## config.mk

```make
export PLATFORM = sky130hd
export DESIGN_NAME = hds_log_cell
export DESIGN_NICKNAME = d
export VERILOG_FILES = /design/src/hds_pkg.sv /design/src/hds_log_cell.sv
export SDC_FILE = /design/constraint.sdc
export NUM_CORES = 2
export LEC_CHECK = 0
export ABC_AREA = 1
export BUFFER_PORTS_ARGS = -buffer_cell sky130_fd_sc_hd__buf_2
export CORE_MARGIN = 2
export CORE_UTILIZATION = 35
export DETAILED_ROUTE_END_ITERATION = 12
export SYNTH_ARGS = -nofsm -noshare
export SYNTH_HDL_FRONTEND = slang
export SYNTH_SLANG_ARGS = --single-unit
```

## constraint.sdc

```tcl
create_clock -name clk -period 12.46 [get_ports clk]
set_input_delay 3.115 -clock clk [delete_from_list [all_inputs] [get_ports clk]]
set_output_delay 3.115 -clock clk [all_outputs]
set_load 0.02 [all_outputs]
```

## src/hds_pkg.sv

```systemverilog
// ----------------------------------------------------------------------------
// hds_pkg
// Types, constants and tables shared by the direction sampler modules.
// ----------------------------------------------------------------------------
package hds_pkg;

	localparam int SAMPLE_BITS_DEF = 16;
	localparam int U_BITS          = 24;
	localparam int CW              = 34;
	localparam int CORDIC_STEPS    = 30;
	localparam int LOG_STEPS       = 30;
	localparam int DIV_STEPS       = 37;
	localparam int SQRT_STEPS      = 31;

	localparam logic [15:0]        ROUGH_RESET     = 16'd4096;
	localparam logic [32:0]        TWO_PI_Q30      = 33'd6746518852;
	localparam logic signed [33:0] CORDIC_GAIN_INV = 34'sd652032874;
	localparam logic [27:0]        LN2_Q28         = 28'd186065280;

	typedef enum logic [1:0] {
		MODE_UNIFORM  = 2'd0,
		MODE_COSINE   = 2'd1,
		MODE_BECKMANN = 2'd2
	} mode_t;

	typedef struct packed {
		logic [1:0]  mode;
		logic [15:0] u_first;
		logic [15:0] u_second;
	} sample_t;

	typedef struct packed {
		logic signed [15:0] dir_x;
		logic signed [15:0] dir_y;
		logic signed [15:0] dir_z;
	} direction_t;

	typedef struct packed {
		logic [1:0]           quad;
		logic signed [CW-1:0] x;
		logic signed [CW-1:0] y;
		logic signed [CW-1:0] z;
	} cordic_t;

	typedef struct packed {
		logic [4:0]  k;
		logic [30:0] m;
		logic [29:0] frac;
	} log_t;

	typedef struct packed {
		logic [60:0] rem;
		logic [37:0] den;
		logic [36:0] quo;
	} div_t;

	typedef struct packed {
		logic [60:0] rem;
		logic [30:0] root;
	} sqrt_t;

	// arctangent of 2^-step in q4.30 radians
	function automatic logic signed [CW-1:0] atan_q30(input int step);
		logic signed [CW-1:0] a;
		case (step)
			0:       a = 34'sd843314857;
			1:       a = 34'sd497837829;
			2:       a = 34'sd263043837;
			3:       a = 34'sd133525159;
			4:       a = 34'sd67021687;
			5:       a = 34'sd33543516;
			6:       a = 34'sd16775851;
			7:       a = 34'sd8388437;
			8:       a = 34'sd4194283;
			9:       a = 34'sd2097149;
			default: a = CW'(1) <<< (30 - step);
		endcase
		return a;
	endfunction

endpackage

```

## src/hds_log_cell.sv

```systemverilog
// ----------------------------------------------------------------------------
// hds_log_cell
// One fraction bit of log2 by squaring the mantissa.
// ----------------------------------------------------------------------------
module hds_log_cell (
	input  logic          clk,
	input  logic          en,
	input  hds_pkg::log_t d,
	output hds_pkg::log_t q
);
	import hds_pkg::*;

	logic [61:0] sq;
	logic [31:0] t;
	log_t nxt;

	always_comb begin
		sq    = 62'(d.m) * 62'(d.m);
		t     = sq[61:30];
		nxt.k = d.k;
		if (t[31]) begin
			nxt.m    = t[31:1];
			nxt.frac = {d.frac[28:0], 1'b1};
		end else begin
			nxt.m    = t[30:0];
			nxt.frac = {d.frac[28:0], 1'b0};
		end
	end

	always_ff @(posedge clk) begin
		if (en) begin
			q <= nxt;
		end
	end
endmodule

```

# == Word-level counts from Yosys, hierarchy flattened ==
# Index checks and enable logic that the tools add are counted.
# classes
n_mux,1
multipliers,1
# ops
cell,n
multiplier 31 x 31 -> 62 bit,1
two-way mux 60 bit,1
# word_totals
elab_cells,6
regBits,66

# == Depth between registers and ports, before layout ==
# depth
ltp_word,2
ltp_mapped,34
depth_no_buf,31

# == Worst setup path after synthesis ==
# OpenSTA, ideal clock, no wires.
# synth_path
path_kind,input-to-reg
from,input port d[55] in the netlist's numbering
to,register q[48] in the netlist's numbering (data pin)
stages,30
n_path_buf,3
setup_time_ns,0.252
slack_ns,2.737
arrival_ns,9.471
path_cell_list,clkbuf_1 > buf_1 > nand2_1 > fa_1 > fa_1 > inv_1 > fa_1 > inv_1 > fa_1 > inv_1 > fa_1 > fa_1 > fa_1 > inv_1 > fa_1 > inv_1 > ha_1 > nand2_1 > nand2_1 > a21oi_1 > nand2_1 > nand2_1 > nand2_1 > a21oi_1 > nand2_1 > nand2_1 > nand2_2 > buf_6 > nand2_1 > nand2_1
# synth_rtl
item,line_no,rtl
from (decl),hds_log_cell.sv:8,"input hds_pkg::log_t d,"
to (signal assigned),hds_log_cell.sv:32,q <= nxt;
to (decl),hds_log_cell.sv:9,output hds_pkg::log_t q

# == Worst setup path in the final report ==
# layout_path
from,input port d[44] in the netlist's numbering
to,register q[60] in the netlist's numbering (data pin)
# layout_via
elab_chain_cells,1
# layout_lines
item,line_no,rtl
multiplier 31 x 31 -> 62 bit,hds_log_cell.sv:18,sq = 62'(d.m) * 62'(d.m);
# Every way passes these cells.
# A chain may end at the register's enable or synchronous reset.

==> results.md <==
- Status: finished, final reports clean
- Post-cts hold buffer count: 0
- Largest net degree at the start of global routing: 67
- GRT Total Usage: roughly 17%
- Setup Buffers After CTS: 0
- HPWL after DPL: ~66 mm
- DR WL/cell: between 10 and 15 um
- Syn_area_per_cell: 8.05 um^2
- Netlist cell types: 35
- CTS HTree Levels: 3
- Vias in the first global route: 24952
- CP max FO: 32
- Fin crit period: between 10000 and 15000 ps
- Worst path required time: approximately 12000 ps
- Register area share after synthesis: around 6.3%
- First-pass iteration count of the detailed router: 7
- Fin. Hold Viols: 0
- RSZ-0062 raised after global routing: no
- Top cell type's share of synthesized area: 47.3%
- Biggest regs: q x66
- Max Freq: between 90 and 100 MHz
- Initial core utilization: a little over a third
- Crit end category: flip-flop
- First-pass GRT wire length: roughly 130 mm
- CTS tree: done
- Final TNS setup: 0 ps
- Yosys top cell by area: fa_1
- Initial antenna violation count: 1
- Post-synth EDFFs: 66
- Layout cells sized above 1: around 4.7%
- Die area: around 93000 um^2
- DRT iter0 DRCs: about 1100
- Tightest hold margin: slightly below 3000 ps
- Worst setup path end: q[60]
- Total CTS buffers: 9
- Synth Flop Type: edfxtp_1
- Design Area, Final: 33600 um^2
- Root Buffer Master: clkbuf_16
- Syn_nets: between 5000 and 6000
- Cell area after synthesis: 31600 um^2
- Placed inst area: about 33000 um^2
- # IOs: between 100 and 150
- DR vias: roughly 23000
- Final Slew Violations: 0
- DRT Wirelength: approximately 77 mm
- Period utilisation layout: between 80% and 90%
- Ranking of synthesized cells by area: fa_1, inv_1, nand2_1, ha_1, edfxtp_1
- Flop and latch count out of synthesis: 66
- Synth-to-layout area growth: 6.42%
- Hold crit path type: primary input to flip-flop
- Grt total ovfl: 0
- Die width: ~300 um
- Maximum buffer depth of the clock tree: 2
- Reg with most FFs: q
- Max reg flops: 66
- Number of port buffers: 132
- Most frequent cell after synthesis: inv_1
- Residual DRC count: 0
- Clk slew on worst S/H paths: around 50 ps
- Crit path launch type: primary input
- Crit. Startpoint: d[44]
- Critical Path AT: roughly 11000 ps
- Nets: ~5100
- Sink Count: 66
- Fraction of registers with async set/reset: 0%
- Worst Max-Slew Pin Slew: between 1000 and 1500 ps
- Slew margin rel.: approximately a third
- Post-synth top cells: inv_1, nand2_1, fa_1, ha_1, nor2_1
- Post-route ant nets: 0
- GPL Wtd Cong: about 0.93
- Crit Path Category: primary input to flip-flop
- Site row count: between 100 and 150
- Core area: about 90000 um^2
- Final Setup Violations: 0
- Die H: about 300 um
- Cts repair resizes: 0
- Warnings from Yosys: 0
- Via density: roughly 4.4
- Max Cap Viol: 0
- Gate Count Post-Synth: between 3000 and 4000
## how the worst min path moves through the flow
| stage | startpoint | end | depth (start not counted) |
|---|---|---|---|
| 3_3_place_gp | d[0] | q[1] | 1 |
| 3_5_place_dp | d[22] | q[23] | 1 |
| 2_1_floorplan | d[9] | q[10] | 0 |
| 4_1_cts | d[22] | q[23] | 1 |
| 5_1_grt | d[20] | q[21] | 1 |
| 6_report | d[20] | q[21] | 1 |
## cell usage in the layout, fill, tap and decap left out, types with 17 or more instances in the layout
cell,count
buf_2,132
a21oi_1,59
xor2_1,21
inv_1,1338
o21ai_0,17
ha_1,269
fa_1,747
nand3_1,63
nand2_1,1044
nor2_1,105
edfxtp_1,66
## metal layers
metal | global-route usage (%) | routed length [um]
met5 | 0 | 0
met4 | 4.65 | 2320
met3 | 1.46 | 2360
met2 | 31.3 | 39200
met1 | 22.6 | 33400
## cell families (layout without fill, tap and decap cells)
group                      Yosys count  count (layout)  share of synthesized area [%]
buffers and inverters             1443            1498                           17.3
and+or+nand+nor                   1275            1275                           16.0
adders and majority gates         1016            1016                           58.0
AOI/OAI and AO/OA                   94              94                           1.63
DFF                                 66              66                           6.27
xor gates and xnor gates            31              31                          0.859
other                                0               1                              0
## worst max-delay path, cell delays in order
cell	delay, ps
buf_2	740
nand2_1	170
fa_1	660
inv_1	100
fa_1	470
fa_1	490
inv_1	50
fa_1	490
inv_1	50
fa_1	550
fa_1	430
fa_1	500
inv_1	50
fa_1	470
inv_1	40
ha_1	340
nand2_1	110
nand2_1	70
a21oi_1	370
nand2_1	100
nand2_1	70
nand2_1	70
a21oi_1	240
nand3_1	120
nand2_2	470
nand3_1	170
## layout make-up
type	count	area, um^2
Sequential cell	66	1980
Timing Repair Buffer	141	728
Tap cell	1176	1470
Inverter	1342	5040
Antenna cell	1	2.50
Fill cell	9298	56100
Clock inverter	4	20.0
Clock buffer	11	233
Multi-Input combinational cell	2416	24100
## per-stage QoR
step                util [%]  setup slack [ps]  cells
floorplan                  -              2740   3925
global placement        37.2              1580   5141
detailed placement      37.2              1520   5141
CTS                     37.5              1860   5156
global route            37.5              1310   5156
finish                  37.5              1930   5157
Power is left out: the tool's default activity adds up to more than one toggle a clock period on the data nets, which glitch-free logic cannot reach.
