===== src/hds_pkg.sv =====
// ----------------------------------------------------------------------------
// hds_pkg
// Types, constants and tables shared by the direction sampler modules.
// ----------------------------------------------------------------------------
package hds_pkg;

	localparam int SAMPLE_BITS_DEF = 16;
	localparam int U_BITS          = 24;
	localparam int CW              = 34;
	localparam int CORDIC_STEPS    = 30;
	localparam int LOG_STEPS       = 30;
	localparam int DIV_STEPS       = 37;
	localparam int SQRT_STEPS      = 31;

	localparam logic [15:0]        ROUGH_RESET     = 16'd4096;
	localparam logic [32:0]        TWO_PI_Q30      = 33'd6746518852;
	localparam logic signed [33:0] CORDIC_GAIN_INV = 34'sd652032874;
	localparam logic [27:0]        LN2_Q28         = 28'd186065280;

	typedef enum logic [1:0] {
		MODE_UNIFORM  = 2'd0,
		MODE_COSINE   = 2'd1,
		MODE_BECKMANN = 2'd2
	} mode_t;

	typedef struct packed {
		logic [1:0]  mode;
		logic [15:0] u_first;
		logic [15:0] u_second;
	} sample_t;

	typedef struct packed {
		logic signed [15:0] dir_x;
		logic signed [15:0] dir_y;
		logic signed [15:0] dir_z;
	} direction_t;

	typedef struct packed {
		logic [1:0]           quad;
		logic signed [CW-1:0] x;
		logic signed [CW-1:0] y;
		logic signed [CW-1:0] z;
	} cordic_t;

	typedef struct packed {
		logic [4:0]  k;
		logic [30:0] m;
		logic [29:0] frac;
	} log_t;

	typedef struct packed {
		logic [60:0] rem;
		logic [37:0] den;
		logic [36:0] quo;
	} div_t;

	typedef struct packed {
		logic [60:0] rem;
		logic [30:0] root;
	} sqrt_t;

	// arctangent of 2^-step in q4.30 radians
	function automatic logic signed [CW-1:0] atan_q30(input int step);
		logic signed [CW-1:0] a;
		case (step)
			0:       a = 34'sd843314857;
			1:       a = 34'sd497837829;
			2:       a = 34'sd263043837;
			3:       a = 34'sd133525159;
			4:       a = 34'sd67021687;
			5:       a = 34'sd33543516;
			6:       a = 34'sd16775851;
			7:       a = 34'sd8388437;
			8:       a = 34'sd4194283;
			9:       a = 34'sd2097149;
			default: a = CW'(1) <<< (30 - step);
		endcase
		return a;
	endfunction

endpackage


===== src/hds_sqrt_cell.sv =====
// ----------------------------------------------------------------------------
// hds_sqrt_cell
// One root bit of the digit-by-digit integer square root.
// ----------------------------------------------------------------------------
module hds_sqrt_cell #(
	parameter int K = 0
) (
	input  logic           clk,
	input  logic           en,
	input  hds_pkg::sqrt_t d,
	output hds_pkg::sqrt_t q
);
	import hds_pkg::*;

	logic [62:0] trial;
	sqrt_t nxt;

	// remainder holds v - root^2, trial is (root + 2^k)^2 - root^2
	always_comb begin
		trial = (63'(d.root) << (K + 1)) + (63'(1) << (2 * K));
		nxt   = d;
		if ({2'd0, d.rem} >= trial) begin
			nxt.rem  = d.rem - trial[60:0];
			nxt.root = d.root | (31'(1) << K);
		end
	end

	always_ff @(posedge clk) begin
		if (en) begin
			q <= nxt;
		end
	end
endmodule


===== config.mk =====
export PLATFORM = sky130hd
export DESIGN_NAME = hds_sqrt_cell
export DESIGN_NICKNAME = d
export VERILOG_FILES = /design/src/hds_pkg.sv /design/src/hds_sqrt_cell.sv
export SDC_FILE = /design/constraint.sdc
export NUM_CORES = 1
export LEC_CHECK = 0
export BUFFER_PORTS_ARGS = -buffer_cell sky130_fd_sc_hd__buf_2
export CORE_ASPECT_RATIO = 1.75
export CORE_UTILIZATION = 35
export CTS_BUF_LIST = sky130_fd_sc_hd__clkbuf_2 sky130_fd_sc_hd__clkbuf_4 sky130_fd_sc_hd__clkbuf_8
export CTS_CLUSTER_DIAMETER = 150
export DETAILED_ROUTE_END_ITERATION = 10
export PLACE_DENSITY = 0.64
export SYNTH_ARGS = -nofsm -noshare
export SYNTH_HDL_FRONTEND = slang
export SYNTH_SLANG_ARGS = --single-unit

===== constraint.sdc =====
create_clock -name clk -period 7.4 [get_ports clk]
set_clock_uncertainty 0.05 [all_clocks]
set_input_delay 1.48 -clock clk [delete_from_list [all_inputs] [get_ports clk]]
set_output_delay 1.48 -clock clk [all_outputs]
set_load 0.02 [all_outputs]

======== Yosys cells after proc, flatten, opt, wreduce, memory -nomap -nowiden ========
Index checks and enable logic that the tools add are counted.
word-level totals
  flip-flop bits (word level) ............. 92
  input port bits ......................... 94
  output and inout bits ................... 92
  logic and storage cells ................. 7
cells by class
  multiplexer cells ....................... 1
  magnitude comparators ................... 1
  add/subtract/negate cells ............... 2
operators by type and width
  kind                     count
  $mux W92                 1
  $ge A61 B33 Y1           1
  $sub A61 B33 Y61         1
  $add A32 B1 Y33 const B  1

======== Logic depth before layout (Yosys ltp) ========
  depth in word-level cells ............... 3
  mapped depth ............................ 14
  mapped depth without buffers ............ 11

======== Worst setup path after synthesis ========
Ideal clock, no wire load.
  kind .................................... input -> register
  start ................................... input d[3] in the netlist's numbering
  end ..................................... register q[82] in the netlist's numbering (data pin)
  cell stages on the path ................. 13
  setup time .............................. 0.268 ns
  slack ................................... 3.084 ns
  buffers on the path ..................... 2
  arrival time ............................ 3.998 ns
  cell sequence ........................... inv_1 ha_1 nand2_1 o31ai_1 o21ai_1 o21ai_1 a41oi_1 o21ba_1 buf_6 or4_4 buf_6 nor4_2 xor2_1
RTL lines
  what                  line                 RTL
  start, declared       hds_sqrt_cell.sv:10  input hds_pkg::sqrt_t d,
  end signal, assigned  hds_sqrt_cell.sv:30  q <= nxt;
  end, declared         hds_sqrt_cell.sv:11  output hds_pkg::sqrt_t q

==> flow_metrics.py <==
metrics = {
    "clock_tree": {
        "cts_buffers": 9,
        "clk_pin_slew_ps": 90,
        "htree_levels": 3,
        "cts_setup_buffers": 0,
        "clock-sinks": 92,
        "cts_tree": "done",
        "clockBufferDepth": 2,
        "cts_root_buf": "clkbuf_8",
        "cts-hold-fix-buffers": 0,
        "cts_resized": 0,
    },
    "cells_and_area": {
        "finalInstanceArea_mm2": 0.00707,
        "antenna_cells": 0,
        "syn_to_final_growth_pct": 22.5,
        "top_regs": "q: 92 flops",
        "layout-drive-gt1-share_pct": 29.2,
        "largest_reg_flops": 92,
        "largest-register": "q",
        "fin_nets": 875,
    },
    "place": {
        "gp_congestion": 0.869,
        "dpl-instance-area_mm2": 0.00688,
        "port_buffers": 185,
        "dp_hpwl_um": 13400,
    },
    "timing": {
        "max_slew_margin_pct": 44.1,
        "drv_slew": 0,
        "timing.fmax_ghz": 0.205,
        "final-hold-violation-count": 0,
        "fin_tns_setup_ps": 0,
        "rsz0062_at_grt": "no",
        "min_period_ps": 4880,
        "period_share_pct": 65.9,
        "tightest_slew_ps": 838,
        "setup_viol": 0,
        "hold_slack_ps": 1240,
    },
    "yosys": {
        "synth_edf_count": 92,
        "synth_top_area_share_pct": 47.9,
        "seq_area_frac_synth_pct": 47.9,
        "synth_common_cells": "92 x edfxtp_1, 64 x a21oi_1, 53 x nor2_1, 45 x nand2_1, 39 x inv_1",
        "synth.area.top_cells": "edfxtp_1 48%, ha_1 6.9%, a21oi_1 5.5%",
        "netlist_area_mm2": 0.00577,
        "avgSynthCellArea_um2": 10.2,
        "ys_types": 62,
        "synth-seq-cells": 92,
        "synth_nets": 695,
        "async_reset_ff_share_pct": 0,
        "yosysWarnings": 0,
        "netlist_instances": 568,
        "yosysTopAreaCell": "edfxtp_1",
        "synth_top_flop_cell": "edfxtp_1",
        "synth_most_common_cell": "edfxtp_1",
    },
    "global_route": {
        "grt_pass1_wl_um": 25200,
        "top_usage_layer": "met2",
        "track_usage_pct": 19.6,
        "grt_start_max_net_pins": 57,
        "grt.met1_usage_pct": 18.0,
        "grt_util_met2_pct": 40.0,
        "grt_pass1_vias": 5086,
        "grt-ovfl-total": 0,
        "antenna_found_initial": 0,
        "met3_usage_pct": 3.56,
    },
    "worst_setup_path": {
        "startpoint": "d[3]",
        "startpoint_type": "primary input",
        "arrival_ps": 4960,
        "critPathMaxFanout": 17,
        "critical_path_class": "in -> reg",
        "cp-end-kind": "flip-flop",
        "required_ps": 7480,
    },
    "worst_hold_path": {
        "hold_class": "in -> reg",
        "hp-start": "d[1]",
    },
    "die": {
        "initial_core_util_pct": 36.0,
        "die_h_um": 172,
        "core-area_mm2": 0.0160,
        "die-area_mm2": 0.0170,
        "dieWidth_um": 99.1,
        "rows": 61,
        "io_pins": 186,
    },
    "pwr": {
        "p_leak_nw": 2.97,
        "ir_drop_mv": 0.0806,
        "power_density_mw_per_mm2": 197,
        "total_power_mw": 1.39,
    },
    "route": {
        "wl_per_cell_um": 17.7,
        "drt_wl_total_um": 16700,
        "ant_nets": 0,
        "viasPerCell": 5.28,
        "drc_errors": 0,
        "routed-via-count": 4973,
        "drt_iter0_drc": 196,
        "first_pass_iters": 4,
    },
    "job": {
        "cap_viol_max_count": 0,
    },
    "status": {
        "status": "finished, final reports clean",
    },
}
[worst max-delay path, stage by stage]
cell and delay [ps]:
buf_2 90, inv_1 40, ha_1 360, nand2_1 110, o31ai_1 420, o21ai_1 210
o21ai_1 310, a41oi_1 330, o21ba_1 560, nor4_2 680, nand4_1 190, xnor2_1 180
[where the power goes]
group	leakage [nW]	switching (mW)	internal, mW
Clock	0.0915	0.176	0.162
Sequential	0.901	0.0134	0.644
Combinational	1.98	0.254	0.143
[per-layer routing]
metal	share of wire, %	wire length (um)
met1	35	5840
met3	4.3	714
met5	0	0
met4	3.9	643
met2	57	9480
[per-stage QoR]
stage               utilization (%)  worst slack (ps)  cells
detailed placement             42.9              2100    926
CTS                            44.1              2520    942
global route                   44.1              2270    942
finish                         44.1              2520    942
global placement               42.9              2240    926
floorplan                         -              3080    568
[logic make-up (layout without fill, tap and decap cells)]
family | count (synthesis) | after routing | synth area share (%)
compound gates | 146 | 146 | 15.8
xor+xnor | 58 | 58 | 8.80
fa+ha+maj | 33 | 33 | 7.28
buf+inv | 57 | 242 | 3.99
flops | 92 | 92 | 47.9
simple gates | 182 | 182 | 16.3
[cell usage in the layout (no fill, tap or decap), types with 4 or more instances in the layout]
cell | netlist | final
xor2_1 | 25 | 25
o21a_1 | 4 | 4
clkbuf_8 | 0 | 9
nor2_1 | 53 | 53
o21ai_0 | 28 | 28
nand3_1 | 13 | 13
nor4_1 | 4 | 4
nand3b_1 | 4 | 4
nor3_1 | 14 | 14
nor4_2 | 4 | 4
edfxtp_1 | 92 | 92
o211ai_1 | 5 | 5
a21oi_1 | 64 | 64
xnor2_1 | 33 | 33
nor2b_1 | 5 | 5
nand4_1 | 11 | 11
a21o_1 | 12 | 12
nand2_1 | 45 | 45
inv_1 | 39 | 39
buf_2 | 1 | 184
ha_1 | 32 | 32
or3_1 | 6 | 6
[worst paths after layout]
kind | to | cells after the start | slack [ps]
max | q[86] | 12 | 2520
min | q[1] | 1 | 1240
[layout make-up]
type	count	area (um^2)
Fill cell	1654	8960
Clock buffer	11	139
Inverter	39	146
Clock inverter	5	52.6
Timing Repair Buffer	187	943
Tap cell	189	236
Sequential cell	92	2760
Multi-Input combinational cell	419	2790
Note: power is estimated with default switching activity, not from simulation.
