File: config.mk
export PLATFORM = sky130hd
export DESIGN_NAME = hds_div_cell
export DESIGN_NICKNAME = d
export VERILOG_FILES = /design/src/hds_pkg.sv /design/src/hds_div_cell.sv
export SDC_FILE = /design/constraint.sdc
export NUM_CORES = 1
export LEC_CHECK = 0
export BUFFER_PORTS_ARGS = -buffer_cell sky130_fd_sc_hd__buf_4
export CORE_MARGIN = 3
export CORE_UTILIZATION = 40
export CTS_BUF_LIST = sky130_fd_sc_hd__clkbuf_4 sky130_fd_sc_hd__clkbuf_8
export CTS_CLUSTER_DIAMETER = 150
export DETAILED_ROUTE_END_ITERATION = 7
export PLACE_DENSITY = 0.65
export SLEW_MARGIN = 20
export SYNTH_ARGS = -nofsm -noshare
export SYNTH_HDL_FRONTEND = slang
export SYNTH_SLANG_ARGS = --single-unit
File: constraint.sdc
create_clock -name clk -period 3.15 [get_ports clk]
set_input_delay 0 -clock clk [delete_from_list [all_inputs] [get_ports clk]]
set_output_delay 0 -clock clk [all_outputs]
set_load 0.05 [all_outputs]
File: src/hds_pkg.sv
// ----------------------------------------------------------------------------
// hds_pkg
// Types, constants and tables shared by the direction sampler modules.
// ----------------------------------------------------------------------------
package hds_pkg;

	localparam int SAMPLE_BITS_DEF = 16;
	localparam int U_BITS          = 24;
	localparam int CW              = 34;
	localparam int CORDIC_STEPS    = 30;
	localparam int LOG_STEPS       = 30;
	localparam int DIV_STEPS       = 37;
	localparam int SQRT_STEPS      = 31;

	localparam logic [15:0]        ROUGH_RESET     = 16'd4096;
	localparam logic [32:0]        TWO_PI_Q30      = 33'd6746518852;
	localparam logic signed [33:0] CORDIC_GAIN_INV = 34'sd652032874;
	localparam logic [27:0]        LN2_Q28         = 28'd186065280;

	typedef enum logic [1:0] {
		MODE_UNIFORM  = 2'd0,
		MODE_COSINE   = 2'd1,
		MODE_BECKMANN = 2'd2
	} mode_t;

	typedef struct packed {
		logic [1:0]  mode;
		logic [15:0] u_first;
		logic [15:0] u_second;
	} sample_t;

	typedef struct packed {
		logic signed [15:0] dir_x;
		logic signed [15:0] dir_y;
		logic signed [15:0] dir_z;
	} direction_t;

	typedef struct packed {
		logic [1:0]           quad;
		logic signed [CW-1:0] x;
		logic signed [CW-1:0] y;
		logic signed [CW-1:0] z;
	} cordic_t;

	typedef struct packed {
		logic [4:0]  k;
		logic [30:0] m;
		logic [29:0] frac;
	} log_t;

	typedef struct packed {
		logic [60:0] rem;
		logic [37:0] den;
		logic [36:0] quo;
	} div_t;

	typedef struct packed {
		logic [60:0] rem;
		logic [30:0] root;
	} sqrt_t;

	// arctangent of 2^-step in q4.30 radians
	function automatic logic signed [CW-1:0] atan_q30(input int step);
		logic signed [CW-1:0] a;
		case (step)
			0:       a = 34'sd843314857;
			1:       a = 34'sd497837829;
			2:       a = 34'sd263043837;
			3:       a = 34'sd133525159;
			4:       a = 34'sd67021687;
			5:       a = 34'sd33543516;
			6:       a = 34'sd16775851;
			7:       a = 34'sd8388437;
			8:       a = 34'sd4194283;
			9:       a = 34'sd2097149;
			default: a = CW'(1) <<< (30 - step);
		endcase
		return a;
	endfunction

endpackage

File: src/hds_div_cell.sv
// ----------------------------------------------------------------------------
// hds_div_cell
// One quotient bit of the restoring divider for the squared cosine.
// ----------------------------------------------------------------------------
module hds_div_cell #(
	parameter int K = 0
) (
	input  logic          clk,
	input  logic          en,
	input  hds_pkg::div_t d,
	output hds_pkg::div_t q
);
	import hds_pkg::*;

	logic [74:0] shifted;
	div_t nxt;

	always_comb begin
		shifted = 75'(d.den) << K;
		nxt     = d;
		if ({14'd0, d.rem} >= shifted) begin
			nxt.rem = d.rem - shifted[60:0];
			nxt.quo = d.quo | (37'(1) << K);
		end
	end

	always_ff @(posedge clk) begin
		if (en) begin
			q <= nxt;
		end
	end
endmodule

==> Yosys cells after proc, flatten, opt, wreduce, memory -nomap -nowiden <==
Index checks and enable logic that the tools add are counted.
{ "word_totals": {"register_bits": 136, "inputBits": 138, "output_inout_bits": 136, "word_cells": 7} }
{ "op_classes": {"addsub": 1, "n_lt_le_gt_ge": 1, "n_mux": 1} }
{ "op_table": {"columns": ["op", "count"], "rows": [
  [">= comparator 61 x 38 -> 1 bit", 1],
  ["2-to-1 mux 61 bit", 1],
  ["subtractor 61 x 38 -> 61 bit", 1]
]} }

==> Longest topological paths before layout <==
{ "logic_depth": {"depth_word": 2, "depth_mapped": 12, "mapped_depth_nobuf": 11} }

==> Least setup slack after synthesis <==
Ideal clock, no wire load.
{ "synth_path": {"path_type": "input to register", "startpoint": "input port d[54] in the netlist's numbering", "endpoint": "register q[132] in the netlist's numbering, data pin", "setup_ns": 0.264, "arrival_time_ns": 2.516, "required_ns": 2.886, "path_slack_ns": 0.370, "stages": 12, "path_cell_list": "inv_1 -> ha_1 -> buf_2 -> nand3_1 -> or2_0 -> a2111oi_1 -> o311ai_1 -> and3_4 -> buf_8 -> or4_1 -> a211oi_2 -> xor2_1"} }
{ "synth_rtl": {"columns": ["element", "line", "text"], "rows": [
  ["start, declared", "hds_div_cell.sv:10", "input hds_pkg::div_t d,"],
  ["end signal, assigned", "hds_div_cell.sv:29", "q <= nxt;"],
  ["end, declared", "hds_div_cell.sv:11", "output hds_pkg::div_t q"]
]} }

==> key figures <==
Synthesis
  – Yosys cell types: 69
  – Synthesized net count: 878
  – Asr flop ratio synth: 0%
  – Main synth FF type: edfxtp_1
  – Synthesized area: 7640 um2
  – Seq/Total Area, Yosys: 53.4%
  – Yosys reg bits: 136
  – Area contributors post-synth: edfxtp_1 (53%), ha_1 (6.2%), xnor2_1 (4.0%)
  – Synth Warn #: 0
  – Post-synth EDFFs: 136
  – Mean post-synth cell area: 10.9 um2
  – Share of the synthesized area in the top cell type: 53.4%
  – Synth area leader: edfxtp_1
  – Post-Syn Instances: 701

Cells and area
  – Layout cells sized above 1: 31.1%
  – Number of flip-flops under the largest register name: 136
  – Biggest registers after layout: q: 136 flops
  – Multi-input logic area: 3260 um2
  – Post-route cell area: 11900 um2
  – Number of diodes: 0
  – Final Non-Filler Cells: 1363
  – Final net count: 1299
  – Fill cells: 1424
  – Most flop-heavy register: q
  – Area Growth Syn to Fin: 55.4%
  – Sequential Area: 4080 um2

Placement
  – HPWL after detailed placement: 17500 um
  – Routability congestion estimate: 0.900
  – Placed insts: 1194
  – Port Buf Inserts: 273
  – Placed cell area: 10000 um2

Clock tree
  – CTS Sinks: 136
  – H-tree levels: 4
  – TritonCTS clock tree: built
  – Root Buffer Master: clkbuf_8
  – Max Buffers Root-to-Sink: 2
  – Clk slew on worst S/H paths: 100 ps
  – CTS buffer count: 17

Timing
  – Unrepaired setup endpoints after global routing: false
  – F_max: 328 MHz
  – Slew margin rel.: 54.3%
  – Worst Tran Pin Value: 678 ps
  – Final worst path period share: 96.9%
  – Fin. Hold Viols: 0
  – # setup viols final: 0
  – Tmin final: 3050 ps
  – Slew Viols, Final: 0
  – Setup TNS Final: 0 ps

Drt
  – Drt wl/cell: 18.0 um
  – Vias per cell: 5.14
  – Initial DRC Count: 456
  – DRT Pass-1 Iters: 5
  – Routed vias: 7002
  – Antenna-violating nets left: 0
  – DRT Wirelength: 24500 um
  – DRC: 0

Floorplan
  – Die area: 20800 um2
  – Chip width: 144 um
  – IO Count: 274
  – Core Area: 18300 um2
  – # rows: 49
  – Initial Util: 41.7%
  – Die height: 144 um

Global routing
  – Number of global-route vias before repair: 7119
  – Initial antenna violation count: 0
  – Total grt overflow: 0
  – Global Route Usage Sum: 23.0%
  – First-pass GRT wire length: 37200 um
  – Largest net degree at the start of global routing: 76

Worst hold path
  – WHS Path Cells: 1
  – Worst min path class: in2reg
  – Hold endpoint: q[65]$_DFFE_PP_
  – Min-delay src: en

Critical path
  – Worst-path maximum fanout: 38
  – Required @ worst endpoint: 3340 ps
  – Critical Path End Type: flip-flop
  – Crit Path Class: in2reg
  – Worst path arrival time: 3240 ps
  – Worst Setup Start Kind: input port

Power
  – Maximum VDD drop: 276 uV
  – Power, Total: 5.82 mW
  – Sw Ratio: 35.8%
  – Clock group share of total power: 27.4%
  – Sw Pwr: 2.08 mW
  – Internal: 3.73 mW
  – Reg power frac: 39.2%
  – Power share of the combinational group: 33.4%
  – Pwr dens: 490 nW/um2
  – Leakage power: 5.01 nW

Run
  – Max-cap viol count: 0

Status
  – Outcome: finished, final reports clean
[critical path, stage by stage]
cell and delay, ps:
dlygate4sd3_1 550, buf_4 160, or4_4 550, or4b_4 550
or4_4 520, a31oi_4 180, and3_4 270, buf_4 140
buf_12 160, o21ai_0 140
[stage by stage]
stage	hold WS, ps	utilization [%]	setup WS (ps)
after floorplan	98.9	-	370
after global placement	178	54.7	118
after detailed placement	179	54.7	109
after CTS	13.2	64.4	44.4
after global routing	37.2	64.8	12.5
final	11.1	64.8	99.2
[Yosys cell counts (6+ instances only)]
master / number
a21o_1: 15
a21oi_1: 37
a31oi_1: 12
buf_2: 7
clkbuf_1: 16
edfxtp_1: 136
ha_1: 38
inv_1: 52
nand2_1: 79
nand2b_1: 6
nand3_1: 16
nand4_1: 11
nor2_1: 37
nor3_1: 15
nor4_1: 6
o21ai_0: 58
or3_1: 6
xnor2_1: 35
xor2_1: 23
[power by group through the flow]
stage          registers (mW)  clock network, mW  logic, mW
3_5_place_dp             2.32                  0       1.78
2_1_floorplan            2.98                  0      0.474
6_report                 2.28               1.59       1.94
4_1_cts                  2.28               1.63       1.93
5_1_grt                  2.30               1.69       2.06
3_3_place_gp             2.31                  0       1.78
[cells by family after synthesis]
kind of cell / Yosys count / share of synthesized area [%]
AO/OA/AOI/OAI: 171 / 14.4
XOR/XNOR: 58 / 6.65
adder cells (fa/ha/maj): 39 / 6.48
buffers and inverters: 83 / 4.58
flip-flops: 136 / 53.4
multiplexers: 2 / 0.278
AND/OR/NAND/NOR: 212 / 14.2
[what timing repair did]
item                                   4_1_cts  5_1_grt
hold buffers                               136        0
endpoints found under the hold margin      136        0
setup endpoints to repair                    0       32
buffers inserted                             0        2
gates resized for setup                      0       11
[layout make-up]
| class | instances | area share [%] |
|---|---|---|
| multi-input combinational | 482 | 27.4 |
| clock inverter | 14 | 1.58 |
| sequential | 136 | 34.4 |
| tap | 229 | 2.41 |
| timing repair buffer | 433 | 30.6 |
| clock buffer | 17 | 1.97 |
| inverter | 52 | 1.64 |
[metal layers]
metal | routed length (um) | up-vias | GRT usage (%)
met3 | 1840 | 26 | 5.72
met5 | 0 | - | 0
met4 | 362 | 0 | 6.48
met1 | 9960 | 3285 | 28.0
li1 | - | 3425 | -
met2 | 12300 | 266 | 40.6
[placed cells by master (no fill, tap or decap), types with 4 or more instances in the layout]
master and count:
ha_1 36, nand4_1 11, inv_6 6, nor4_1 6, xor2_1 23, o21bai_1 4, edfxtp_1 136, nor3_1 13
o21a_1 4, clkbuf_8 17, o21ai_0 58, a21o_1 15, nand2b_1 6, or3_1 6, inv_1 52, buf_4 293
a211oi_1 4, nand3_1 16, nor2b_1 5, xnor2_1 35, a21oi_1 37, a31oi_1 11, nand2_1 79, nor2_1 37
o221ai_1 4, o211ai_1 5, dlygate4sd3_1 136
[worst max path at each step]
stage,from,to,slack [ps],cells past startpoint
2_1_floorplan,d[54],q[132]$_DFFE_PP_,370,12
3_3_place_gp,d[121],q[115]$_DFFE_PP_,120,10
3_5_place_dp,d[121],q[115]$_DFFE_PP_,110,10
4_1_cts,d[121],q[115]$_DFFE_PP_,40,11
5_1_grt,d[75],q[135]$_DFFE_PP_,10,14
6_report,d[121],q[108]$_DFFE_PP_,100,10
(Power assumes the default switching activity.)
