[config.mk]
export PLATFORM = sky130hd
export DESIGN_NAME = hds_cordic_cell
export DESIGN_NICKNAME = d
export VERILOG_FILES = /design/src/hds_pkg.sv /design/src/hds_cordic_cell.sv
export SDC_FILE = /design/constraint.sdc
export NUM_CORES = 1
export LEC_CHECK = 0
export ABC_AREA = 0
export BUFFER_PORTS_ARGS = -buffer_cell sky130_fd_sc_hd__buf_4
export CELL_PAD_IN_SITES_DETAIL_PLACEMENT = 0
export CELL_PAD_IN_SITES_GLOBAL_PLACEMENT = 1
export CORE_ASPECT_RATIO = 1.4
export CORE_MARGIN = 5
export CORE_UTILIZATION = 46
export CTS_CLUSTER_SIZE = 16
export DETAILED_ROUTE_END_ITERATION = 6
export GPL_ROUTABILITY_DRIVEN = 0
export PLACE_DENSITY = 0.95
export SYNTH_ARGS = -nofsm -noshare
export SYNTH_HDL_FRONTEND = slang
export SYNTH_SLANG_ARGS = --single-unit
[constraint.sdc]
create_clock -name clk -period 6.34 [get_ports clk]
set_input_delay 0.951 -clock clk [delete_from_list [all_inputs] [get_ports clk]]
set_output_delay 0.951 -clock clk [all_outputs]
set_load 0.03 [all_outputs]
[src/hds_pkg.sv]
// ----------------------------------------------------------------------------
// hds_pkg
// Types, constants and tables shared by the direction sampler modules.
// ----------------------------------------------------------------------------
package hds_pkg;

	localparam int SAMPLE_BITS_DEF = 16;
	localparam int U_BITS          = 24;
	localparam int CW              = 34;
	localparam int CORDIC_STEPS    = 30;
	localparam int LOG_STEPS       = 30;
	localparam int DIV_STEPS       = 37;
	localparam int SQRT_STEPS      = 31;

	localparam logic [15:0]        ROUGH_RESET     = 16'd4096;
	localparam logic [32:0]        TWO_PI_Q30      = 33'd6746518852;
	localparam logic signed [33:0] CORDIC_GAIN_INV = 34'sd652032874;
	localparam logic [27:0]        LN2_Q28         = 28'd186065280;

	typedef enum logic [1:0] {
		MODE_UNIFORM  = 2'd0,
		MODE_COSINE   = 2'd1,
		MODE_BECKMANN = 2'd2
	} mode_t;

	typedef struct packed {
		logic [1:0]  mode;
		logic [15:0] u_first;
		logic [15:0] u_second;
	} sample_t;

	typedef struct packed {
		logic signed [15:0] dir_x;
		logic signed [15:0] dir_y;
		logic signed [15:0] dir_z;
	} direction_t;

	typedef struct packed {
		logic [1:0]           quad;
		logic signed [CW-1:0] x;
		logic signed [CW-1:0] y;
		logic signed [CW-1:0] z;
	} cordic_t;

	typedef struct packed {
		logic [4:0]  k;
		logic [30:0] m;
		logic [29:0] frac;
	} log_t;

	typedef struct packed {
		logic [60:0] rem;
		logic [37:0] den;
		logic [36:0] quo;
	} div_t;

	typedef struct packed {
		logic [60:0] rem;
		logic [30:0] root;
	} sqrt_t;

	// arctangent of 2^-step in q4.30 radians
	function automatic logic signed [CW-1:0] atan_q30(input int step);
		logic signed [CW-1:0] a;
		case (step)
			0:       a = 34'sd843314857;
			1:       a = 34'sd497837829;
			2:       a = 34'sd263043837;
			3:       a = 34'sd133525159;
			4:       a = 34'sd67021687;
			5:       a = 34'sd33543516;
			6:       a = 34'sd16775851;
			7:       a = 34'sd8388437;
			8:       a = 34'sd4194283;
			9:       a = 34'sd2097149;
			default: a = CW'(1) <<< (30 - step);
		endcase
		return a;
	endfunction

endpackage

[src/hds_cordic_cell.sv]
// ----------------------------------------------------------------------------
// hds_cordic_cell
// One rotation step of the azimuth cordic.
// ----------------------------------------------------------------------------
module hds_cordic_cell #(
	parameter int STEP = 0
) (
	input  logic             clk,
	input  logic             en,
	input  hds_pkg::cordic_t d,
	output hds_pkg::cordic_t q
);
	import hds_pkg::*;

	logic signed [CW-1:0] a;
	logic signed [CW-1:0] dx;
	logic signed [CW-1:0] dy;
	cordic_t nxt;

	always_comb begin
		a        = atan_q30(STEP);
		dx       = d.y >>> STEP;
		dy       = d.x >>> STEP;
		nxt.quad = d.quad;
		if (!d.z[CW-1]) begin
			nxt.x = d.x - dx;
			nxt.y = d.y + dy;
			nxt.z = d.z - a;
		end else begin
			nxt.x = d.x + dx;
			nxt.y = d.y - dy;
			nxt.z = d.z + a;
		end
	end

	always_ff @(posedge clk) begin
		if (en) begin
			q <= nxt;
		end
	end
endmodule

# After elaboration in Yosys (flattened, before gate mapping)
# Index checks and enable logic that the tools add are counted.
[op_classes] addsub=5 muxes=1
[op_table] op="$mux W102" count=1
[op_table] op="$sub A34 B34 Y34" count=2
[op_table] op="$add A34 B31 Y34 const B" count=1
[op_table] op="$add A34 B34 Y34" count=1
[op_table] op="$sub A34 B31 Y34 const B" count=1
[totals] inputBits=106 reg_bits=104 output_inout_bits=104

# Logic depth before layout (Yosys ltp)
# Gate-level depths: netlist of run 1.
[logic_depth] word_depth=2 mapped_depth=14 depth_no_buf=13

# Least setup slack after synthesis of run 1
# No wires, ideal clock.
[synth_timing] path_kind="input-to-reg" from="in d[33] (netlist bit)" to="reg q[31] (netlist bit), data pin" n_path_buf=1 t_arrival_ns=3.852 cell_stages=13 setup_slack_ns=2.230 cell_sequence="clkinv_1 -> clkbuf_1 -> ha_1 -> o21ai_0 -> a21oi_1 -> a221oi_1 -> nor3_1 -> o31ai_1 -> a21oi_1 -> a41o_1 -> o21a_1 -> nor2_1 -> xnor2_1"
[synth_rtl] element="from (decl)" line="hds_cordic_cell.sv:10" rtl="input hds_pkg::cordic_t d,"
[synth_rtl] element="to (signal assigned)" line="hds_cordic_cell.sv:38" rtl="q <= nxt;"
[synth_rtl] element="to (decl)" line="hds_cordic_cell.sv:11" rtl="output hds_pkg::cordic_t q"

==> metrics.md, run 1 <==
| Metric | Value |
|---|---|
| Synthesized area per cell | between 8 and 9 um^2 |
| MaxCap Viol Count | 0 |
| Final worst path period share | a little under 80% |
| Core ar. | about 22,000 um^2 |
| Final WL | approximately 29,000 um |
| Fin nets | 1,570 |
| Initial Util | a little under half |
| First DRT Iteration DRCs | around 540 |
| Hold worst-path end | q[102] |
| Least-Margin Pin Slew | 0.8954 ns |
| Longest Clk Path Bufs | 2 |
| Multi-input logic area | 6431 um^2 |
| Horiz. Die Dim | roughly 140 um |
| Netlist cell types | 73 |
| Initial antenna violation count | 0 |
| Worst-path clk slew | approximately 0.070 ns |
| N_diodes | 0 |
| Most frequent cells in the layout | buf_4 (214), a21oi_1 (142), ha_1 (131) |
| Slew Limit Fails | 0 |
| Crit end category | flip-flop |
| Largest net degree at the start of global routing | 57 |
| Via density | about 5.7 |
| Grt ovf | 0 |
| Reg with most FFs | q |
| Crit-path cells | buf_4, inv_2, ha_1, a21o_1, a31o_2, o211ai_1, a2111oi_0, o31ai_1, a21oi_1, a41o_1, o21a_1, o21ai_0, o2bb2ai_1 |
| Max frequency | just over 200 MHz |
| Startpoint Class | primary input |
| Worst VDD drop | between 0.1 and 0.15 mV |
| Fillers | 2,098 |
| Total power | 2.724 mW |
| Critical Path AT | approximately 5 ns |
| Hold Buf Count CTS | 0 |
| Share of flip-flops with an asynchronous set or reset | 0% |
| Worst Min Path Start | d[102] |
| Synth Net Count | around 1,400 |
| Clk sink count | around 100 |
| Slew margin rel. | just under 40% |
| Number of global-route vias before repair | 9,175 |
| Total GRT Usage | between 20% and 30% |
| Syn Inst Count | between 1,000 and 1,500 |
| Avg WL per Cell | between 15 and 20 um |
| Worst Hold Depth | 1 |
| Crit path max-delay family | compound AO/OA/AOI/OAI gates |
| Area Growth Syn to Fin | 20.29% |
| RSZ-0062 raised after global routing | no |
| DRC Markers | 0 |
| CP max stage delay | roughly 0.86 ns |
| First-pass GRT wire length | about 45,000 um |
| HPWL after DPL | about 23,000 um |
| Biggest regs | q: 103 flops |
| Post-layout min period | roughly 4.9 ns |
| Register area share after synthesis | 30.49% |
| H-tree lvl count | 3 |
| Worst Hold Class | in2reg |
| Row count | 64 |
| Yosys warnings | 0 |
| Max reg flops | slightly above 100 |
| TritonCTS clock tree | yes |
| Post-route setup TNS | 0 ns |
| I/O pin cnt | 210 |
| Power per cell area | 223.2 nW/um^2 |
| DR vias | 9,226 |
| First-pass detailed-route iteration total | 5 |
| Critical path class | in2reg |
| Critical path peak fanout | 52 |
| Post-CTS sizing | 0 |
| Die area | 25,160 um^2 |
| Commonest non-fill, non-tap cell in the layout | buf_4 |
| Detail Route Antenna Nets | 0 |
| Pleak | around 5.5 nW |
| Most used DFF post-synth | edfxtp_1 |
| Buffers on Ports | approximately 210 |
| Worst path slowest cell | a2111oi_0 |
| Post-synth EDFFs | around 100 |
| Share of layout cells above drive strength 1 | between 10% and 20% |
| Sequential cell area | 3093 um^2 |
| #FFs+latches synth | slightly above 100 |
| Mapped Area | just over 10,000 um^2 |
| Status | completed |
| Required @ worst endpoint | between 6 and 7 ns |
| Setup Buffers After CTS | 0 |
| Final Setup Violations | 0 |
| Root buffer cell | clkbuf_16 |
| Num CTS Buffers | 9 |
| Final hold violation count | 0 |
| Die height | roughly 190 um |
| Buffer and inverter count on the worst path | 2 |
[worst max path at each step]
stage / start / end / slack [ns] / depth (start not counted)
detailed placement: d[33] / q[33] / 1.15 / 13
finish: d[33] / q[33] / 1.45 / 13
floorplan: d[33] / q[31] / 2.23 / 13
global route: d[33] / q[33] / 1.27 / 13
CTS: d[33] / q[33] / 1.55 / 13
global placement: d[33] / q[33] / 1.26 / 13
[metal layers]
layer / share of wire [%] / GRT usage [%] / up-vias
met5: 0 / 0 / -
met4: 3.9 / 10.13 / 0
met3: 5.5 / 3.407 / 75
met2: 53 / 42.26 / 316
met1: 38 / 24.91 / 4328
li1: - / - / 4507
[final cells by class]
class                           count  share of cell area (%)
Clock inverter                      5                  0.4717
Inverter                          110                   3.384
Clock buffer                       10                   1.877
Tap cell                          297                   3.046
Multi-Input combinational cell    891                   52.71
Timing Repair Buffer              214                   13.17
Sequential cell                   103                   25.35
[kinds of logic after synthesis]
group                    after synthesis  synth area share (%)
multiplexers                          18                 1.789
AND/OR/NAND/NOR                      255                 11.88
XOR/XNOR                              94                 8.116
AO/OA/AOI/OAI                        389                 24.67
flip-flops                           103                 30.49
buffers and inverters                159                 6.106
adder cells (fa/ha/maj)              135                 16.95
[where the power goes]
part           total (mW)  switching [mW]  internal, mW
clock               0.559           0.254         0.305
sequential          0.942          0.0373         0.905
combinational        1.22           0.757         0.465
total                2.72            1.05          1.68
[stage by stage]
step	util [%]	hold slack, ns	std cells	instance area, um^2	worst slack [ns]
6_report	56.02	0.7668	1630	12200	1.455
5_1_grt	56.02	0.7515	1630	12200	1.267
4_1_cts	56.02	0.7528	1630	12200	1.550
3_5_place_dp	54.70	1.134	1615	11920	1.150
3_3_place_gp	54.70	1.129	1615	11920	1.264
2_1_floorplan	-	1.050	1153	10140	2.230
[synthesized netlist by cell type, drive strengths merged (17+ instances only)]
library cell,instances,share of area (%)
a21oi,142,7.0
ha,131,16
inv,105,3.9
edfxtp,103,30
nor2,89,3.3
xnor2,74,6.4
o21ai,71,3.5
nand2,68,2.5
a21o,40,3.0
clkbuf,32,1.2
o21bai,25,1.9
xor2,20,1.7
buf,17,0.85
mux2i,17,1.7
nor3,17,0.84
Note: power is estimated with default switching activity, not from simulation.
==> run 2: changes to the inputs <==
--- a/config.mk
+++ b/config.mk
@@ -5,17 +5,17 @@
 export SDC_FILE = /design/constraint.sdc
 export NUM_CORES = 1
 export LEC_CHECK = 0
-export ABC_AREA = 0
+export ABC_AREA = 1
 export BUFFER_PORTS_ARGS = -buffer_cell sky130_fd_sc_hd__buf_4
 export CELL_PAD_IN_SITES_DETAIL_PLACEMENT = 0
 export CELL_PAD_IN_SITES_GLOBAL_PLACEMENT = 1
 export CORE_ASPECT_RATIO = 1.4
 export CORE_MARGIN = 5
-export CORE_UTILIZATION = 46
+export CORE_UTILIZATION = 41
 export CTS_CLUSTER_SIZE = 16
 export DETAILED_ROUTE_END_ITERATION = 6
 export GPL_ROUTABILITY_DRIVEN = 0
-export PLACE_DENSITY = 0.95
+export PLACE_DENSITY = 0.9
 export SYNTH_ARGS = -nofsm -noshare
 export SYNTH_HDL_FRONTEND = slang
 export SYNTH_SLANG_ARGS = --single-unit
==> constraint.sdc (replaced) <==
create_clock -name clk -period 4.8 [get_ports clk]
set_input_delay 0.72 -clock clk [delete_from_list [all_inputs] [get_ports clk]]
set_output_delay 0.72 -clock clk [all_outputs]
set_load 0.03 [all_outputs]
==> metrics.md, run 2 <==
| Metric | Value |
|---|---|
| Most frequent cells in the layout | nand2_1 (549), inv_1 (263), buf_4 (215) |
| First-pass GRT wire length | 66,870 um (+47%) |
| Largest net degree at the start of global routing | 59 (+3.5%) |
| Cell Area, Placed | 14,190 um^2 (+19%) |
| Startpoint Class | primary input |
| Netlist cell types | 43 (-41%) |
| Critical Path AT | 3.02 ns (-1.98 ns) |
| Reg with most FFs | q |
| Worst-path clk slew | 0.08 ns (about the same) |
| Row count | 75 (+17%) |
| Pre-CTS WS | 1.570 ns (+0.4196 ns) |
| Share of flip-flops with an asynchronous set or reset | 0% (unchanged) |
| Final Setup Violations | 0 (unchanged) |
| Final hold violation count | 0 (unchanged) |
| DRC Markers | 2 (+2) |
| Worst Hold Class | in2reg |
| HPWL after DPL | 36,640 um (+59%) |
| Most used DFF post-synth | edfxtp_1 |
| Yosys warnings | 0 (unchanged) |
| Worst hold slack | 0.5158 ns (-0.2511 ns) |
| Core ar. | 29,840 um^2 (+37%) |
| Area Growth Syn to Fin | 17.28% |
| Commonest cells in the netlist | nand2_1 (549), inv_1 (264), nand3_1 (177) |
| Initial antenna violation count | 0 (unchanged) |
| Fin nets | 2,322 (+48%) |
| First-pass detailed-route iteration total | 7 (+2) |
| Pleak | 7.318 nW (+33%) |
| Setup Buffers After CTS | 0 (unchanged) |
| Synth Net Count | 2,140 (+54%) |
| Mapped Area | 12,360 um^2 (+22%) |
| H-tree lvl count | 3 (unchanged) |
| Largest area contributor in the netlist | edfxtp_1 |
| Synth area leaders | edfxtp_1 (25%), nand2_1 (17%), ha_1 (13%), inv_1 (8.0%), nand3_1 (7.2%) |
| Worst VDD drop | 0.1398 mV (+15%) |
| Horiz. Die Dim | 156.8 um (+16%) |
| #FFs+latches synth | 103 (unchanged) |
| Grt ovf | 0 (unchanged) |
| Slew margin rel. | 50.57% (+12 points) |
| RSZ-0062 raised after global routing | no |
| Post-layout min period | around 2.9 ns |
| Failing checks | design-rule violations |
| MaxCap Viol Count | 0 (unchanged) |
| Fin area | 14,500 um^2 (+19%) |
| Layout Utilization | 48.58% (-7.4 points) |
| Clk sink count | 103 (unchanged) |
| Detail Route Antenna Nets | 0 (unchanged) |
| Initial Util | 41.43% (-5.1 points) |
| TritonCTS clock tree | yes |
| Slew Limit Fails | 0 (unchanged) |
| Max reg flops | 103 (unchanged) |
| Avg WL per Cell | 17.70 um (-0.55%) |
| Post-synth EDFFs | 103 (unchanged) |
| Total GRT Usage | 25.10% (+2.6 points) |
| Final WL | 43,730 um (+51%) |
| Biggest regs | q: 103 flops |
| Power per cell area | 264.4 nW/um^2 (+18%) |
| Top-count cell post-synth | nand2_1 |
| Critical path peak fanout | 14 (-73%) |
| Hold Buf Count CTS | 0 (unchanged) |
| Die area | 33,770 um^2 (+34%) |
| First DRT Iteration DRCs | 1,099 (+100%) |
| Root buffer cell | clkbuf_16 |
| Post-route setup TNS | 0 ns (unchanged) |
| Critical path class | in2reg |
| Required @ worst endpoint | 4.94 ns (-1.51 ns) |
| Area share of the largest cell type after synthesis | 25.02% (-5.5 points) |
| Max frequency | ~350 MHz |
| I/O pin cnt | 210 (unchanged) |
| Post-CTS sizing | 0 (unchanged) |
| N_diodes | 0 (unchanged) |
| Num CTS Buffers | 9 (unchanged) |
| Buffers on Ports | 209 (unchanged) |
| Status | finished with violations |
| Register area share after synthesis | 25.02% (-5.5 points) |
| Final worst path period share | about three fifths |
| DR vias | 13,270 (+44%) |
| Share of layout cells above drive strength 1 | 13.23% (-5.1 points) |
| Number of global-route vias before repair | 12,670 (+38%) |
| Syn Inst Count | 1,899 (+65%) |
| Via density | 5.372 (-5.1%) |
| Final setup margin | 1.919 ns (+0.4649 ns) |
| Die height | 215.5 um (+16%) |
| Synthesized area per cell | 6.510 um^2 (-26%) |
| Commonest non-fill, non-tap cell in the layout | nand2_1 |
| Least-Margin Pin Slew | 0.7414 ns (-0.1540 ns) |
| Longest Clk Path Bufs | 2 (unchanged) |
| Crit end category | flip-flop |
## run 2: changes by cell type after synthesis, sizes merged, moves of 21 or more
cell    change
a21o       -30
buf        +21
nor2       +82
inv       +169
o21ai      +47
clkbuf     -26
xnor2      -68
nand2     +488
nand3     +164
a21oi      +21
## run 2: cell type report
type | instances | area (um^2)
Tap cell | 385 | 481.7
Clock inverter | 6 | 75.07
Sequential cell | 103 | 3093
Inverter | 275 | 1033
Clock buffer | 10 | 229.0
Fill cell | 3115 | 15340
Timing Repair Buffer | 215 | 1614
Multi-Input combinational cell | 1477 | 7971
## run 2: final timing paths
kind / start / endpoint / depth (start not counted)
worst max-delay path: d[63] / q[101] / 14
worst min-delay path: d[102] / q[102] / 1
## run 2: per-layer routing
layer	wire (um)	vias to the layer above	track usage, %
li1	-	6575	-
met1	16670	6047	28.17
met2	21850	519	45.76
met3	2747	132	3.246
met4	2465	0	12.71
met5	0	-	0
## run 2: critical path: stages
cell     delay (ns)
buf_4          0.09
inv_1          0.04
ha_1           0.65
nand2_1        0.23
nor2_1         0.22
nand2_1        0.19
nor2_4         0.17
nand2_1        0.11
nor2_1         0.23
nor2_1         0.12
nand2_1        0.08
nand2_1        0.04
nand3_1        0.06
nand2_1        0.06
## run 2: power breakdown
part	internal [mW]	leakage (nW)	switching, mW
combinational	0.594	6.17	1.22
clock	0.414	0.146	0.394
sequential	1.17	1.01	0.0472
total	2.17	7.32	1.66
## run 2: metrics by stage
| stage | instances | total power [mW] |
|---|---|---|
| detailed placement | 2455 | 3.031 |
| global placement | 2455 | 3.009 |
| finish | 2471 | 3.833 |
| CTS | 2471 | 3.841 |
| global route | 2471 | 4.050 |
| floorplan | 1899 | 2.399 |
## run 2: kinds of logic (layout without fill, tap and decap cells)
| logic type | count (synthesis) | after routing | synth area share (%) |
|---|---|---|---|
| AOI/OAI and AO/OA | 329 | 329 | 14.38 |
| xor gates and xnor gates | 46 | 46 | 3.259 |
| adders and majority gates | 135 | 135 | 13.91 |
| buffers and inverters | 319 | 506 | 10.50 |
| DFF | 103 | 103 | 25.02 |
| and+or+nand+nor | 967 | 967 | 32.94 |
==> run 3: changes to the inputs <==
--- a/config.mk
+++ b/config.mk
@@ -11,11 +11,11 @@
 export CELL_PAD_IN_SITES_GLOBAL_PLACEMENT = 1
 export CORE_ASPECT_RATIO = 1.4
 export CORE_MARGIN = 5
-export CORE_UTILIZATION = 41
+export CORE_UTILIZATION = 37
 export CTS_CLUSTER_SIZE = 16
 export DETAILED_ROUTE_END_ITERATION = 6
 export GPL_ROUTABILITY_DRIVEN = 0
-export PLACE_DENSITY = 0.9
+export PLACE_DENSITY = 0.86
 export SYNTH_ARGS = -nofsm -noshare
 export SYNTH_HDL_FRONTEND = slang
 export SYNTH_SLANG_ARGS = --single-unit
==> constraint.sdc (replaced) <==
create_clock -name clk -period 2.6 [get_ports clk]
set_input_delay 0.39 -clock clk [delete_from_list [all_inputs] [get_ports clk]]
set_output_delay 0.39 -clock clk [all_outputs]
set_load 0.03 [all_outputs]
==> metrics.md, run 3 (synthesized netlist as in run 2, its figures left out) <==
| Metric | Value |
|---|---|
| Status | completed |
| Final WL | 45,520 um (+4.1%) |
| Slew Limit Fails | 0 (unchanged) |
| Clk sink count | 103 (unchanged) |
| Worst-path clk slew | 0.08 ns (about the same) |
| Layout Cells excl Fill | 2,630 (+6.4%) |
| First-pass GRT wire length | 69,790 um (+4.4%) |
| Core ar. | 33,110 um^2 (+11%) |
| GR Layer Usage met2 | 43.87% (-1.9 points) |
| DR vias | 13,630 (+2.7%) |
| Least-Margin Pin Slew | 0.5661 ns (-0.1753 ns) |
| Grt ovf | 0 (unchanged) |
| Worst VDD drop | 0.3084 mV (+120%) |
| Buffers on Ports | 209 (unchanged) |
| Crit end category | flip-flop |
| Grt met3 use | 3.037% (-0.21 points) |
| Post-CTS sizing | 0 (unchanged) |
| MaxCap Viol Count | 0 (unchanged) |
| Area Growth Syn to Fin | 24.01% |
| Fillers | 3,432 (+10%) |
| I/O pin cnt | 210 (unchanged) |
| DRC Markers | 0 (-2) |
| Hold Buf Count CTS | 0 (unchanged) |
| Post-layout min period | 2.368 ns |
| Biggest regs | q: 103 flops |
| N_diodes | 0 (unchanged) |
| Critical Path Start | d[41] |
| Commonest non-fill, non-tap cell in the layout | nand2_1 |
| Worst setup endpoint | q[87] |
| Final Setup Violations | 0 (unchanged) |
| Most frequent cells in the layout | nand2_1 (549), buf_4 (313), inv_1 (263) |
| Initial Util | 37.33% (-4.1 points) |
| HPWL after DPL | 38,760 um (+5.8%) |
| Reg with most FFs | q |
| Grt peak-use layer | met2 |
| First-pass detailed-route iteration total | 5 (-2) |
| Worst Min Path Start | d[103] |
| Setup Buffers After CTS | 0 (unchanged) |
| First DRT Iteration DRCs | 1,018 (-7.4%) |
| Initial antenna violation count | 0 (unchanged) |
| Worst hold slack | 0.1848 ns (-0.3310 ns) |
| Horiz. Die Dim | 164.5 um (+4.9%) |
| Met1 Track Usage GR | 26.56% (-1.6 points) |
| Die height | 226.3 um (+5.0%) |
| Longest Clk Path Bufs | 2 (unchanged) |
| Worst Hold Class | in2reg |
| Number of global-route vias before repair | 13,470 (+6.3%) |
| Final hold violation count | 0 (unchanged) |
| Slew margin rel. | 62.26% (+12 points) |
| Total GRT Usage | 23.87% (-1.2 points) |
| Root buffer cell | clkbuf_16 |
| Row count | 79 (+5.3%) |
| Detail Route Antenna Nets | 0 (unchanged) |
| Multi-input logic area | 7971 um^2 (unchanged) |
| Die area | 37,220 um^2 (+10%) |
| Power per cell area | 475.9 nW/um^2 (+80%) |
| Critical path class | in2reg |
| Sequential cell area | 3093 um^2 (unchanged) |
| H-tree lvl count | 3 (unchanged) |
| Final worst path period share | between 90% and 100% |
| Avg WL per Cell | 17.31 um (-2.2%) |
| Pleak | 7.801 nW (+6.6%) |
| Max frequency | around 420 MHz |
| RSZ-0062 raised after global routing | no |
| Required @ worst endpoint | 2.72 ns (-2.22 ns) |
| Placed cells | 2,614 (+6.5%) |
| Startpoint Class | primary input |
| Share of layout cells above drive strength 1 | 17.16% (+3.9 points) |
| Largest net degree at the start of global routing | 52 (-12%) |
| Critical Path AT | 2.49 ns (-0.53 ns) |
| Fin nets | 2,421 (+4.3%) |
| Critical path peak fanout | 11 (-3) |
| Max reg flops | 103 (unchanged) |
| TritonCTS clock tree | yes |
| Num CTS Buffers | 9 (unchanged) |
| Layout Utilization | 46.30% (-2.3 points) |
| Via density | 5.182 (-3.5%) |
## run 3: cell types whose count changed in the layout (fill, tap and decap cells not counted), sizes merged
cell / delta
buf: +99
clkinv: -1
clkinvlp: +1
## run 3: worst max-delay path, stage by stage
cell     delay [ns]
buf_4          0.09
inv_1          0.04
ha_1           0.54
nand2_1        0.25
nor2_1         0.25
nand2_1        0.10
nor2_1         0.14
nor2_1         0.07
nand2_1        0.15
a21oi_1        0.10
or2_0          0.20
nand3_1        0.07
nand2_1        0.10
## run 3: stage by stage
step	power, mW	setup WS, ns	setup TNS, ns	instance area, um^2
finish	7.296	0.2321	0	15330
global route	7.734	0.05560	0	15330
global placement	5.806	-0.1357	-0.2899	15020
floorplan	4.430	0.006880	0	12360
detailed placement	5.841	-0.1186	-0.4896	15020
CTS	7.335	0.2945	0	15330
## run 3: cell type report
class,instances,area share [%]
flip-flops and latches,103,20.18
clock inverters,6,0.4979
clock buffers,10,1.494
multi-input cells,1477,52.00
inverters,275,6.742
repair buffers,314,15.46
well taps,445,3.632
## run 3: how the worst min path moves through the flow
stage | end | slack [ns] | depth (start not counted)
final | q[103] | 0.18 | 1
after global routing | q[103] | 0.16 | 1
after CTS | q[102] | 0.16 | 1
after detailed placement | q[102] | 0.57 | 1
after global placement | q[102] | 0.57 | 1
after floorplan | q[102] | 0.49 | 0
## run 3: where the power goes
group / switching [mW] / total, mW / internal, mW
Combinational: 2.31 / 3.59 / 1.28
Clock: 0.698 / 1.46 / 0.765
Sequential: 0.0913 / 2.24 / 2.15
## run 3: metal layers
metal | wire (um) | vias up
li1 | - | 6757
met1 | 17560 | 6217
met2 | 22930 | 527
met3 | 2535 | 128
met4 | 2492 | 0
met5 | 0 | -
